$ cat src/fbpa_pkg.sv
// Package with the shared types and codes of the fixed block pool allocator.
`timescale 1ns / 1ps
`default_nettype none

package fbpa_pkg;

	// Operation codes of a request word.
	localparam logic OP_ALLOC = 1'b0;
	localparam logic OP_FREE  = 1'b1;

	// Configuration register indexes.
	localparam int CFG_INDEX_WIDTH = 4;
	localparam logic [CFG_INDEX_WIDTH-1:0] CFG_OBJECT_SIZE      = 4'd0;
	localparam logic [CFG_INDEX_WIDTH-1:0] CFG_OBJECT_ALIGNMENT = 4'd1;
	localparam logic [CFG_INDEX_WIDTH-1:0] CFG_BLOCK_COUNT      = 4'd2;
	localparam logic [CFG_INDEX_WIDTH-1:0] CFG_POOL_BASE        = 4'd3;

	// Reset values of the configuration registers.
	localparam logic [15:0] RESET_OBJECT_SIZE      = 16'd16;
	localparam logic [7:0]  RESET_OBJECT_ALIGNMENT = 8'd8;
	localparam logic [8:0]  RESET_BLOCK_COUNT      = 9'd256;
	localparam logic [31:0] RESET_POOL_BASE        = 32'd0;

	typedef enum logic [1:0] {
		STATUS_OK        = 2'd0,
		STATUS_BAD_REQ   = 2'd1,
		STATUS_EMPTY     = 2'd2,
		STATUS_BAD_INDEX = 2'd3
	} status_t;

	typedef enum logic {
		ST_IDLE,
		ST_EXEC
	} state_t;

	typedef struct packed {
		logic        op;
		logic [15:0] request_size;
		logic [7:0]  request_alignment;
		logic [7:0]  free_index;
	} req_t;

	typedef struct packed {
		status_t     status;
		logic [7:0]  block_index;
		logic [31:0] block_address;
		logic [23:0] used_bytes;
	} rsp_t;

	typedef struct packed {
		logic [15:0] object_size;
		logic [7:0]  object_alignment;
		logic [8:0]  block_count;
		logic [31:0] pool_base;
	} cfg_t;

endpackage

`default_nettype wire

$ cat src/fbpa_req_if.sv
// Request channel interface of the fixed block pool allocator.
`timescale 1ns / 1ps
`default_nettype none

interface fbpa_req_if import fbpa_pkg::*; ();
	logic valid;
	logic ready;
	req_t data;

	modport source (output valid, output data, input ready);
	modport sink (input valid, input data, output ready);
endinterface

`default_nettype wire

$ cat src/fbpa_rsp_if.sv
// Response channel interface of the fixed block pool allocator.
`timescale 1ns / 1ps
`default_nettype none

interface fbpa_rsp_if import fbpa_pkg::*; ();
	logic valid;
	logic ready;
	rsp_t data;

	modport source (output valid, output data, input ready);
	modport sink (input valid, input data, output ready);
endinterface

`default_nettype wire

$ cat src/fbpa_cfg_if.sv
// Configuration write channel interface of the fixed block pool allocator.
`timescale 1ns / 1ps
`default_nettype none

interface fbpa_cfg_if import fbpa_pkg::*; ();
	logic                       valid;
	logic                       ready;
	logic [CFG_INDEX_WIDTH-1:0] index;
	logic [31:0]                data;

	modport source (output valid, output index, output data, input ready);
	modport sink (input valid, input index, input data, output ready);
endinterface

`default_nettype wire

$ cat src/fixed_block_pool_allocator.sv
// Top level of the fixed block pool allocator: request engine and free list.
`timescale 1ns / 1ps
`default_nettype none

// The block hands out fixed-size blocks of a pool. Each request word on req either
// allocates a block (op 0, with size and alignment that must equal the configured
// ones) or frees one (op 1, with its index). Every request gives exactly one
// response word on rsp with a status, the block index and address of a successful
// allocation, and the byte count in use after the request.
// Freed blocks form a LIFO list whose links sit in a single-port-read link memory;
// blocks never handed out are taken in ascending order from a watermark counter.
// In the accept cycle (ST_IDLE) the link memory is read at the list head and the
// index times object_size product is registered; in the update state (ST_EXEC)
// the head, watermark and byte count are updated, a free writes its link, and the
// response word is loaded into the output register. No new request is taken until
// the current one has left ST_EXEC, since req.ready is high only in ST_IDLE.
// A new request is accepted while a response word still waits in the output
// register; if rsp stalls, the following request waits in its update state until
// the output register is taken, and req.ready stays low meanwhile.
// Reset (arst_n low) empties the list and clears the watermark and byte count, so
// the whole pool is free at once with no clearing pass. Configuration words on cfg
// are always taken and must be written only while no request is in flight.

module fixed_block_pool_allocator import fbpa_pkg::*; #(
	parameter int MAX_BLOCKS    = 256,
	parameter int ADDRESS_WIDTH = 32
) (
	input  wire logic  clk,
	input  wire logic  arst_n,
	fbpa_req_if.sink   req,
	fbpa_rsp_if.source rsp,
	fbpa_cfg_if.sink   cfg
);

	// Index width of a block, watermark width, and a width that holds both the
	// configured block count and MAX_BLOCKS for comparisons.
	localparam int IW = $clog2(MAX_BLOCKS);
	localparam int MW = $clog2(MAX_BLOCKS + 1);
	localparam int CW = (MW > 9) ? MW : 9;
	localparam int PW = IW + 16;
	localparam logic [CW-1:0] MAX_C = CW'(MAX_BLOCKS);

	cfg_t regs;

	fbpa_cfg_regs u_cfg_regs (
		.clk    (clk),
		.arst_n (arst_n),
		.cfg    (cfg),
		.regs   (regs)
	);

	// Control state.
	state_t          state_q, state_d;
	logic [IW-1:0]   head_q;
	logic            head_valid_q;
	logic [MW-1:0]   mark_q;
	logic [23:0]     used_q;
	logic            out_valid_q;
	rsp_t            rsp_q;

	// Request carried from the accept cycle to the update cycle.
	req_t            req_s1;
	logic [IW-1:0]   idx_s1;
	logic [PW-1:0]   prod_s1;

	logic            in_fire;
	logic            commit;
	logic [IW-1:0]   idx_sel;
	logic [PW-1:0]   prod;
	logic [CW-1:0]   count_use;

	logic [IW-1:0]   link_rd;
	logic            link_we;
	logic [IW-1:0]   link_waddr;
	logic [IW-1:0]   link_wdata;

	logic [IW-1:0]   head_d;
	logic            head_valid_d;
	logic [MW-1:0]   mark_d;
	logic [23:0]     used_d;
	rsp_t            rsp_d;
	logic [ADDRESS_WIDTH-1:0] addr;

	// The link memory is read only in the accept cycle and written only in the
	// update cycle, and an accept never shares a cycle with an update, so a read
	// always sees the last write and needs no forwarding.
	fbpa_link_mem #(
		.DEPTH (MAX_BLOCKS),
		.WIDTH (IW)
	) u_link_mem (
		.clk     (clk),
		.wr_en   (link_we),
		.wr_addr (link_waddr),
		.wr_data (link_wdata),
		.rd_en   (in_fire),
		.rd_addr (head_q),
		.rd_data (link_rd)
	);

	// Next state.
	always_comb begin
		state_d = state_q;
		unique case (state_q)
			ST_IDLE: begin
				if (in_fire) begin
					state_d = ST_EXEC;
				end
			end
			ST_EXEC: begin
				if (commit) begin
					state_d = ST_IDLE;
				end
			end
			default: state_d = ST_IDLE;
		endcase
	end

	// Handshake outputs of the state machine.
	always_comb begin
		req.ready = 1'b0;
		commit    = 1'b0;
		unique case (state_q)
			ST_IDLE: req.ready = 1'b1;
			ST_EXEC: commit    = !out_valid_q || rsp.ready;
			default: begin
			end
		endcase
	end

	assign in_fire = req.valid && req.ready;

	// A block count beyond the memory depth counts as the full depth.
	assign count_use = (CW'(regs.block_count) > MAX_C) ? MAX_C : CW'(regs.block_count);

	// The block an allocation would take is known before the link read returns,
	// so its address product is formed in the accept cycle.
	assign idx_sel = head_valid_q ? head_q : IW'(mark_q);
	assign prod    = PW'(idx_sel) * PW'(regs.object_size);

	always_ff @(posedge clk) begin
		if (in_fire) begin
			req_s1  <= req.data;
			idx_s1  <= idx_sel;
			prod_s1 <= prod;
		end
	end

	assign addr = ADDRESS_WIDTH'(regs.pool_base) + ADDRESS_WIDTH'(prod_s1);

	// Update cycle: decide the outcome and build the response word.
	always_comb begin
		head_d         = head_q;
		head_valid_d   = head_valid_q;
		mark_d         = mark_q;
		used_d         = used_q;
		link_we        = 1'b0;
		link_waddr     = IW'(req_s1.free_index);
		link_wdata     = head_valid_q ? head_q : IW'(req_s1.free_index);
		rsp_d.status        = STATUS_OK;
		rsp_d.block_index   = '0;
		rsp_d.block_address = '0;

		if (req_s1.op == OP_ALLOC) begin
			priority if (req_s1.request_size == 16'd0 || req_s1.request_alignment == 8'd0 ||
			             req_s1.request_size != regs.object_size ||
			             req_s1.request_alignment != regs.object_alignment) begin
				rsp_d.status = STATUS_BAD_REQ;
			end else if (head_valid_q) begin
				// A block that links to itself is the last one on the list.
				head_d       = link_rd;
				head_valid_d = (link_rd != head_q);
			end else if (CW'(mark_q) < count_use) begin
				mark_d = mark_q + MW'(1);
			end else begin
				rsp_d.status = STATUS_EMPTY;
			end
			if (rsp_d.status == STATUS_OK) begin
				rsp_d.block_index   = 8'(idx_s1);
				rsp_d.block_address = 32'(addr);
				used_d              = used_q + 24'(regs.object_size);
			end
		end else begin
			if (CW'(req_s1.free_index) >= count_use) begin
				rsp_d.status = STATUS_BAD_INDEX;
			end else begin
				link_we      = commit;
				head_d       = IW'(req_s1.free_index);
				head_valid_d = 1'b1;
				used_d       = used_q - 24'(regs.object_size);
			end
		end
		rsp_d.used_bytes = used_d;
	end

	always_ff @(posedge clk or negedge arst_n) begin
		if (!arst_n) begin
			state_q      <= ST_IDLE;
			head_q       <= '0;
			head_valid_q <= 1'b0;
			mark_q       <= '0;
			used_q       <= '0;
			out_valid_q  <= 1'b0;
		end else begin
			state_q <= state_d;
			if (commit) begin
				head_q       <= head_d;
				head_valid_q <= head_valid_d;
				mark_q       <= mark_d;
				used_q       <= used_d;
				out_valid_q  <= 1'b1;
			end else if (rsp.ready) begin
				out_valid_q <= 1'b0;
			end
		end
	end

	always_ff @(posedge clk) begin
		if (commit) begin
			rsp_q <= rsp_d;
		end
	end

	assign rsp.valid = out_valid_q;
	assign rsp.data  = rsp_q;

`ifndef SYNTHESIS
	// An accepted request always moves on to its update cycle.
	a_accept_to_exec: assert property (@(posedge clk) disable iff (!arst_n)
		in_fire |=> state_q == ST_EXEC)
		else $error("accepted request did not enter its update cycle");

	// A response word appears only out of an update cycle.
	a_rsp_from_exec: assert property (@(posedge clk) disable iff (!arst_n)
		$rose(out_valid_q) |-> $past(state_q == ST_EXEC))
		else $error("response word loaded outside an update cycle");

	// A refused or failed request reports neither index nor address.
	a_fail_zero: assert property (@(posedge clk) disable iff (!arst_n)
		(out_valid_q && rsp_q.status != STATUS_OK) |->
		(rsp_q.block_index == 8'd0 && rsp_q.block_address == 32'd0))
		else $error("failed request reports a block");

	// The watermark never passes the memory depth.
	a_mark_bound: assert property (@(posedge clk) disable iff (!arst_n)
		mark_q <= MW'(MAX_BLOCKS))
		else $error("watermark beyond the pool");
`endif

endmodule

`default_nettype wire

$ cat src/fbpa_cfg_regs.sv
// Configuration register file of the fixed block pool allocator.
`timescale 1ns / 1ps
`default_nettype none

module fbpa_cfg_regs import fbpa_pkg::*; (
	input  wire logic clk,
	input  wire logic arst_n,
	fbpa_cfg_if.sink  cfg,
	output cfg_t      regs
);

	cfg_t regs_q;

	// Writes are always taken at once.
	assign cfg.ready = 1'b1;
	assign regs      = regs_q;

	always_ff @(posedge clk or negedge arst_n) begin
		if (!arst_n) begin
			regs_q.object_size      <= RESET_OBJECT_SIZE;
			regs_q.object_alignment <= RESET_OBJECT_ALIGNMENT;
			regs_q.block_count      <= RESET_BLOCK_COUNT;
			regs_q.pool_base        <= RESET_POOL_BASE;
		end else if (cfg.valid) begin
			unique case (cfg.index)
				CFG_OBJECT_SIZE:      regs_q.object_size      <= cfg.data[15:0];
				CFG_OBJECT_ALIGNMENT: regs_q.object_alignment <= cfg.data[7:0];
				CFG_BLOCK_COUNT:      regs_q.block_count      <= cfg.data[8:0];
				CFG_POOL_BASE:        regs_q.pool_base        <= cfg.data[31:0];
				default: begin
				end
			endcase
		end
	end

endmodule

`default_nettype wire

$ cat src/fbpa_link_mem.sv
// Link memory of the free list: one write port, one registered read port.
`timescale 1ns / 1ps
`default_nettype none

module fbpa_link_mem #(
	parameter int DEPTH = 256,
	parameter int WIDTH = 8
) (
	input  wire logic                     clk,
	input  wire logic                     wr_en,
	input  wire logic [$clog2(DEPTH)-1:0] wr_addr,
	input  wire logic [WIDTH-1:0]         wr_data,
	input  wire logic                     rd_en,
	input  wire logic [$clog2(DEPTH)-1:0] rd_addr,
	output logic      [WIDTH-1:0]         rd_data
);

	logic [WIDTH-1:0] mem [DEPTH];
	logic [WIDTH-1:0] rd_data_q;

	assign rd_data = rd_data_q;

	always_ff @(posedge clk) begin
		if (wr_en) begin
			mem[wr_addr] <= wr_data;
		end
	end

	always_ff @(posedge clk) begin
		if (rd_en) begin
			rd_data_q <= mem[rd_addr];
		end
	end

endmodule

`default_nettype wire

$ cat src/flat_wrapper.sv
// flat-port wrapper written by rule: the top's interface ports become plain ports
module fixed_block_pool_allocator_flat import fbpa_pkg::*;
#(
	parameter int MAX_BLOCKS    = 256,
	parameter int ADDRESS_WIDTH = 32
)
  (clk, arst_n, req_valid, req_data, req_ready, rsp_valid, rsp_data, rsp_ready, cfg_valid, cfg_index, cfg_data, cfg_ready);
  fbpa_req_if req_i ();
  fbpa_rsp_if rsp_i ();
  fbpa_cfg_if cfg_i ();
  input  wire logic clk;
  input  wire logic arst_n;
  input wire logic [$bits(req_i.valid)-1:0] req_valid;
  input wire logic [$bits(req_i.data)-1:0] req_data;
  output wire logic [$bits(req_i.ready)-1:0] req_ready;
  output wire logic [$bits(rsp_i.valid)-1:0] rsp_valid;
  output wire logic [$bits(rsp_i.data)-1:0] rsp_data;
  input wire logic [$bits(rsp_i.ready)-1:0] rsp_ready;
  input wire logic [$bits(cfg_i.valid)-1:0] cfg_valid;
  input wire logic [$bits(cfg_i.index)-1:0] cfg_index;
  input wire logic [$bits(cfg_i.data)-1:0] cfg_data;
  output wire logic [$bits(cfg_i.ready)-1:0] cfg_ready;
  assign req_i.valid = req_valid;
  assign req_i.data = req_data;
  assign req_ready = req_i.ready;
  assign rsp_valid = rsp_i.valid;
  assign rsp_data = rsp_i.data;
  assign rsp_i.ready = rsp_ready;
  assign cfg_i.valid = cfg_valid;
  assign cfg_i.index = cfg_index;
  assign cfg_i.data = cfg_data;
  assign cfg_ready = cfg_i.ready;
  fixed_block_pool_allocator #(.MAX_BLOCKS(MAX_BLOCKS), .ADDRESS_WIDTH(ADDRESS_WIDTH)) u_core (.clk(clk), .arst_n(arst_n), .req(req_i), .rsp(rsp_i), .cfg(cfg_i));
endmodule
$ cat config.mk
export PLATFORM = sky130hd
export DESIGN_NAME = fixed_block_pool_allocator_flat
export DESIGN_NICKNAME = d
export VERILOG_FILES = /design/src/fbpa_pkg.sv /design/src/fbpa_req_if.sv /design/src/fbpa_rsp_if.sv /design/src/fbpa_cfg_if.sv /design/src/fixed_block_pool_allocator.sv /design/src/fbpa_cfg_regs.sv /design/src/fbpa_link_mem.sv /design/src/flat_wrapper.sv
export SDC_FILE = /design/constraint.sdc
export NUM_CORES = 2
export LEC_CHECK = 0
export BUFFER_PORTS_ARGS = -buffer_cell sky130_fd_sc_hd__buf_2
export CELL_PAD_IN_SITES_DETAIL_PLACEMENT = 1
export CELL_PAD_IN_SITES_GLOBAL_PLACEMENT = 1
export CORE_MARGIN = 8
export CORE_UTILIZATION = 49
export CTS_CLUSTER_DIAMETER = 80
export DETAILED_ROUTE_END_ITERATION = 10
export PLACE_DENSITY_LB_ADDON = 0.1
export RECOVER_POWER = 50
export SYNTH_ARGS = -nofsm -noshare
export SYNTH_HDL_FRONTEND = slang
export SYNTH_SLANG_ARGS = --single-unit
export TNS_END_PERCENT = 100
$ cat constraint.sdc
create_clock -name clk -period 29.5 [get_ports clk]
set_input_delay 5.9 -clock clk [delete_from_list [all_inputs] [get_ports clk]]
set_output_delay 5.9 -clock clk [all_outputs]
set_load 0.05 [all_outputs]
==> metrics.yaml <==
status:
  status: "finished with violations"
  failed_checks: "max-capacitance violations, max-slew violations"
critical_path:
  required_ps: 29710
  path_class: "reg -> reg"
  cp_max_fo: 60
  startpoint_type: "register"
  end_kind: "register"
  arrival_ps: 12750
sta:
  setup_viol: 0
  rsz0062_at_grt: "no"
  final.period_utilization: 0.425
  fin_ws_ps: 16960
  final_max_slew_viol_count: 2503
  tns_ps: 0
  fin_skew_ps: 35.6
  finalCriticalPeriod_ps: 12540
  fmax_mhz: 79.8
  tightest_slew_ps: 9430
  relSlewSlack: -5.29
  final_hold_viol_count: 0
  hold_ws_ps: 489
global_routing:
  grt_use_total: 0.253
  grt_pass1_vias: 51100
  antenna_found_initial: 12
  grt_max_degree: 158
  grt_pass1_wl_mm: 384
  overflow: 0
drt:
  drtAntennaViolNets: 0
  first_iter_violations: 5546
  drc: 0
  post_drt_wl_per_cell_um: 34.0
  drt_first_pass_iters: 5
  via_count: 49600
  avgViaCountPerCell: 6.29
  routed_wl_mm: 268
cts:
  clkSinkCount: 2296
  cts_resized: 0
  post-cts-setup-buffer-count: 0
  clk_pin_slew_ps: 60
  cts_buffer_depth: 3
  cts_buffers: 230
  cts_htree_levels: 4
  worstSkewPairLatency_ps: 870
  cts_hold_buf: 0
  cts-root-buf: "clkbuf_16"
  cts_tree: "built"
job:
  cap_violations: 43
yosys:
  syn_area_per_cell_sq_um: 19.4
  ys_seq_elements: 2296
  synth.area.top_cells: "edfxtp_1, mux4_2, dfrtp_1"
  syn_inst: 4924
  synth_edf_count: 2187
  synth_cell_types: 70
  synthArstFlopShare: 0.0475
  synth_top_area_cell: "edfxtp_1"
  yosysWarnings: 0
  syn-num-nets: 5202
  syn_area_sq_um: 95500
  netlist.area_leader.share: 0.688
  yosysSeqAreaShare: 0.716
  ys.flop_type: "edfxtp_1"
power_and_ir_drop:
  power_density_nw_per_um2: 109
  p_leak_nw: 34.8
  power_mw: 11.7
  max-vdd-ir-drop_mv: 0.100
floorplanning:
  die_height_um: 457
  core_sq_um: 194000
  rows: 162
  start_util: 0.492
  io_pins: 143
  die_area_sq_um: 209000
  fp.dieW_um: 457
final_layout:
  final_common_cell: "edfxtp_1"
  syn2layout_area_growth_pct: 11.7
  fin_nets: 5411
  drive_gt1_frac: 0.234
  final_cell_mix: "edfxtp_1, mux4_2, nor2_1, clkbuf_16, nand2_1"
placed_design:
  portBuffers: 141
  place_congestion: 0.841
  dp_hpwl_mm: 166
  place_ws_ps: 19060
hold_path:
  hold_class: "reg -> reg"
[layout make-up]
type | count | area (sq um)
clock inverters | 148 | 1640
repair buffers | 228 | 1250
clock buffers | 281 | 5990
multi-input cells | 2210 | 25500
well taps | 2542 | 3180
fillers | 17000 | 87500
flip-flops and latches | 2296 | 68400
inverters | 167 | 628
diodes | 5 | 12.5
[state kept, by name, indices dropped and copies added (netlist names)]
name                       count
u_core.u_cfg_regs.regs        65
u_core.idx_s1                  8
u_core.used_q                 24
u_core.link_waddr              8
u_core.u_link_mem.rd_data      8
u_core.mark_q                  9
u_core.u_link_mem.mem       2048
u_core.state_q                 1
u_core.rsp.data               66
u_core.head_valid_q            1
u_core.rsp.valid               1
u_core.prod_s1                24
u_core.head_q                  8
u_core.req_s1                 25
[per-stage QoR]
stage          area (sq um)  utilization  instances
6_report             107000        0.549       7877
5_1_grt              107000        0.549       7873
4_1_cts              107000        0.551       7872
3_5_place_dp          99400        0.512       7443
3_3_place_gp          99400        0.512       7443
2_1_floorplan         95500            -       4924
[power by group]
group / switching, mW / internal [mW] / total, mW
logic: 2.66 / 1.62 / 4.28
clock network: 1.25 / 1.71 / 2.96
registers: 0.132 / 4.29 / 4.42
total: 4.04 / 7.62 / 11.7
[critical path, stage by stage, from the launching register on]
cell and delay (ps):
dfrtp_1 360, clkbuf_1 460, o21ai_0 3330, clkbuf_1 2680, clkbuf_1 2670, clkbuf_1 2300
[final timing paths]
check / startpoint / to / slack (ps) / depth (start not counted)
worst max-delay path: u_core.head_valid_q / u_core.u_link_mem.mem[47][5] / 16960 / 5
worst min-delay path: u_core.mark_q[8] / u_core.mark_q[8] / 490 / 1
worst max register to register: u_core.head_valid_q / u_core.u_link_mem.mem[47][5] / 16960 / 5
worst min register to register: u_core.mark_q[8] / u_core.mark_q[8] / 490 / 1
max in group asynchronous: arst_n / u_core.head_q[3] / 20480 / 2
min in group asynchronous: arst_n / u_core.u_cfg_regs.regs[47] / 6530 / 1
[Yosys cell counts (18+ instances only)]
cell type and n:
xor2_1 58, buf_2 50, nor3_1 31, edfxtp_1 2187, a22oi_1 46, mux2_2 57
nand2_1 167, nor4_1 20, a21o_1 20, mux4_2 640, nand3_1 29, buf_1 23
nor2b_1 18, o221ai_1 18, a21oi_1 62, a22o_1 30, o21ai_0 80, dfrtp_1 106
ha_1 117, nor2_1 465, and2_1 21, fa_1 87, clkbuf_1 169, xnor2_1 40
inv_1 153
[logic make-up (layout without fill, tap and decap cells)]
family	count (synthesis)	count (layout)	synth area share
AOI/OAI and AO/OA	395	395	0.0290
xor gates and xnor gates	98	98	0.00899
adders and majority gates	204	204	0.0336
buffers and inverters	418	824	0.0174
DFF	2296	2296	0.716
muxes	705	705	0.159
other	1	6	0.0000393
and+or+nand+nor	807	807	0.0359
[per-layer routing]
| metal | wire length, um | global-route usage | share of wire | up-vias |
|---|---|---|---|---|
| met1 | 113000 | 0.370 | 0.42 | 26700 |
| met2 | 127000 | 0.401 | 0.48 | 2223 |
| met4 | 6710 | 0.0609 | 0.025 | 6 |
| li1 | - | - | - | 20300 |
| met3 | 20400 | 0.0434 | 0.076 | 369 |
| met5 | 31 | 0 | 0.00012 | - |
Power figures use the tool's default switching activity.
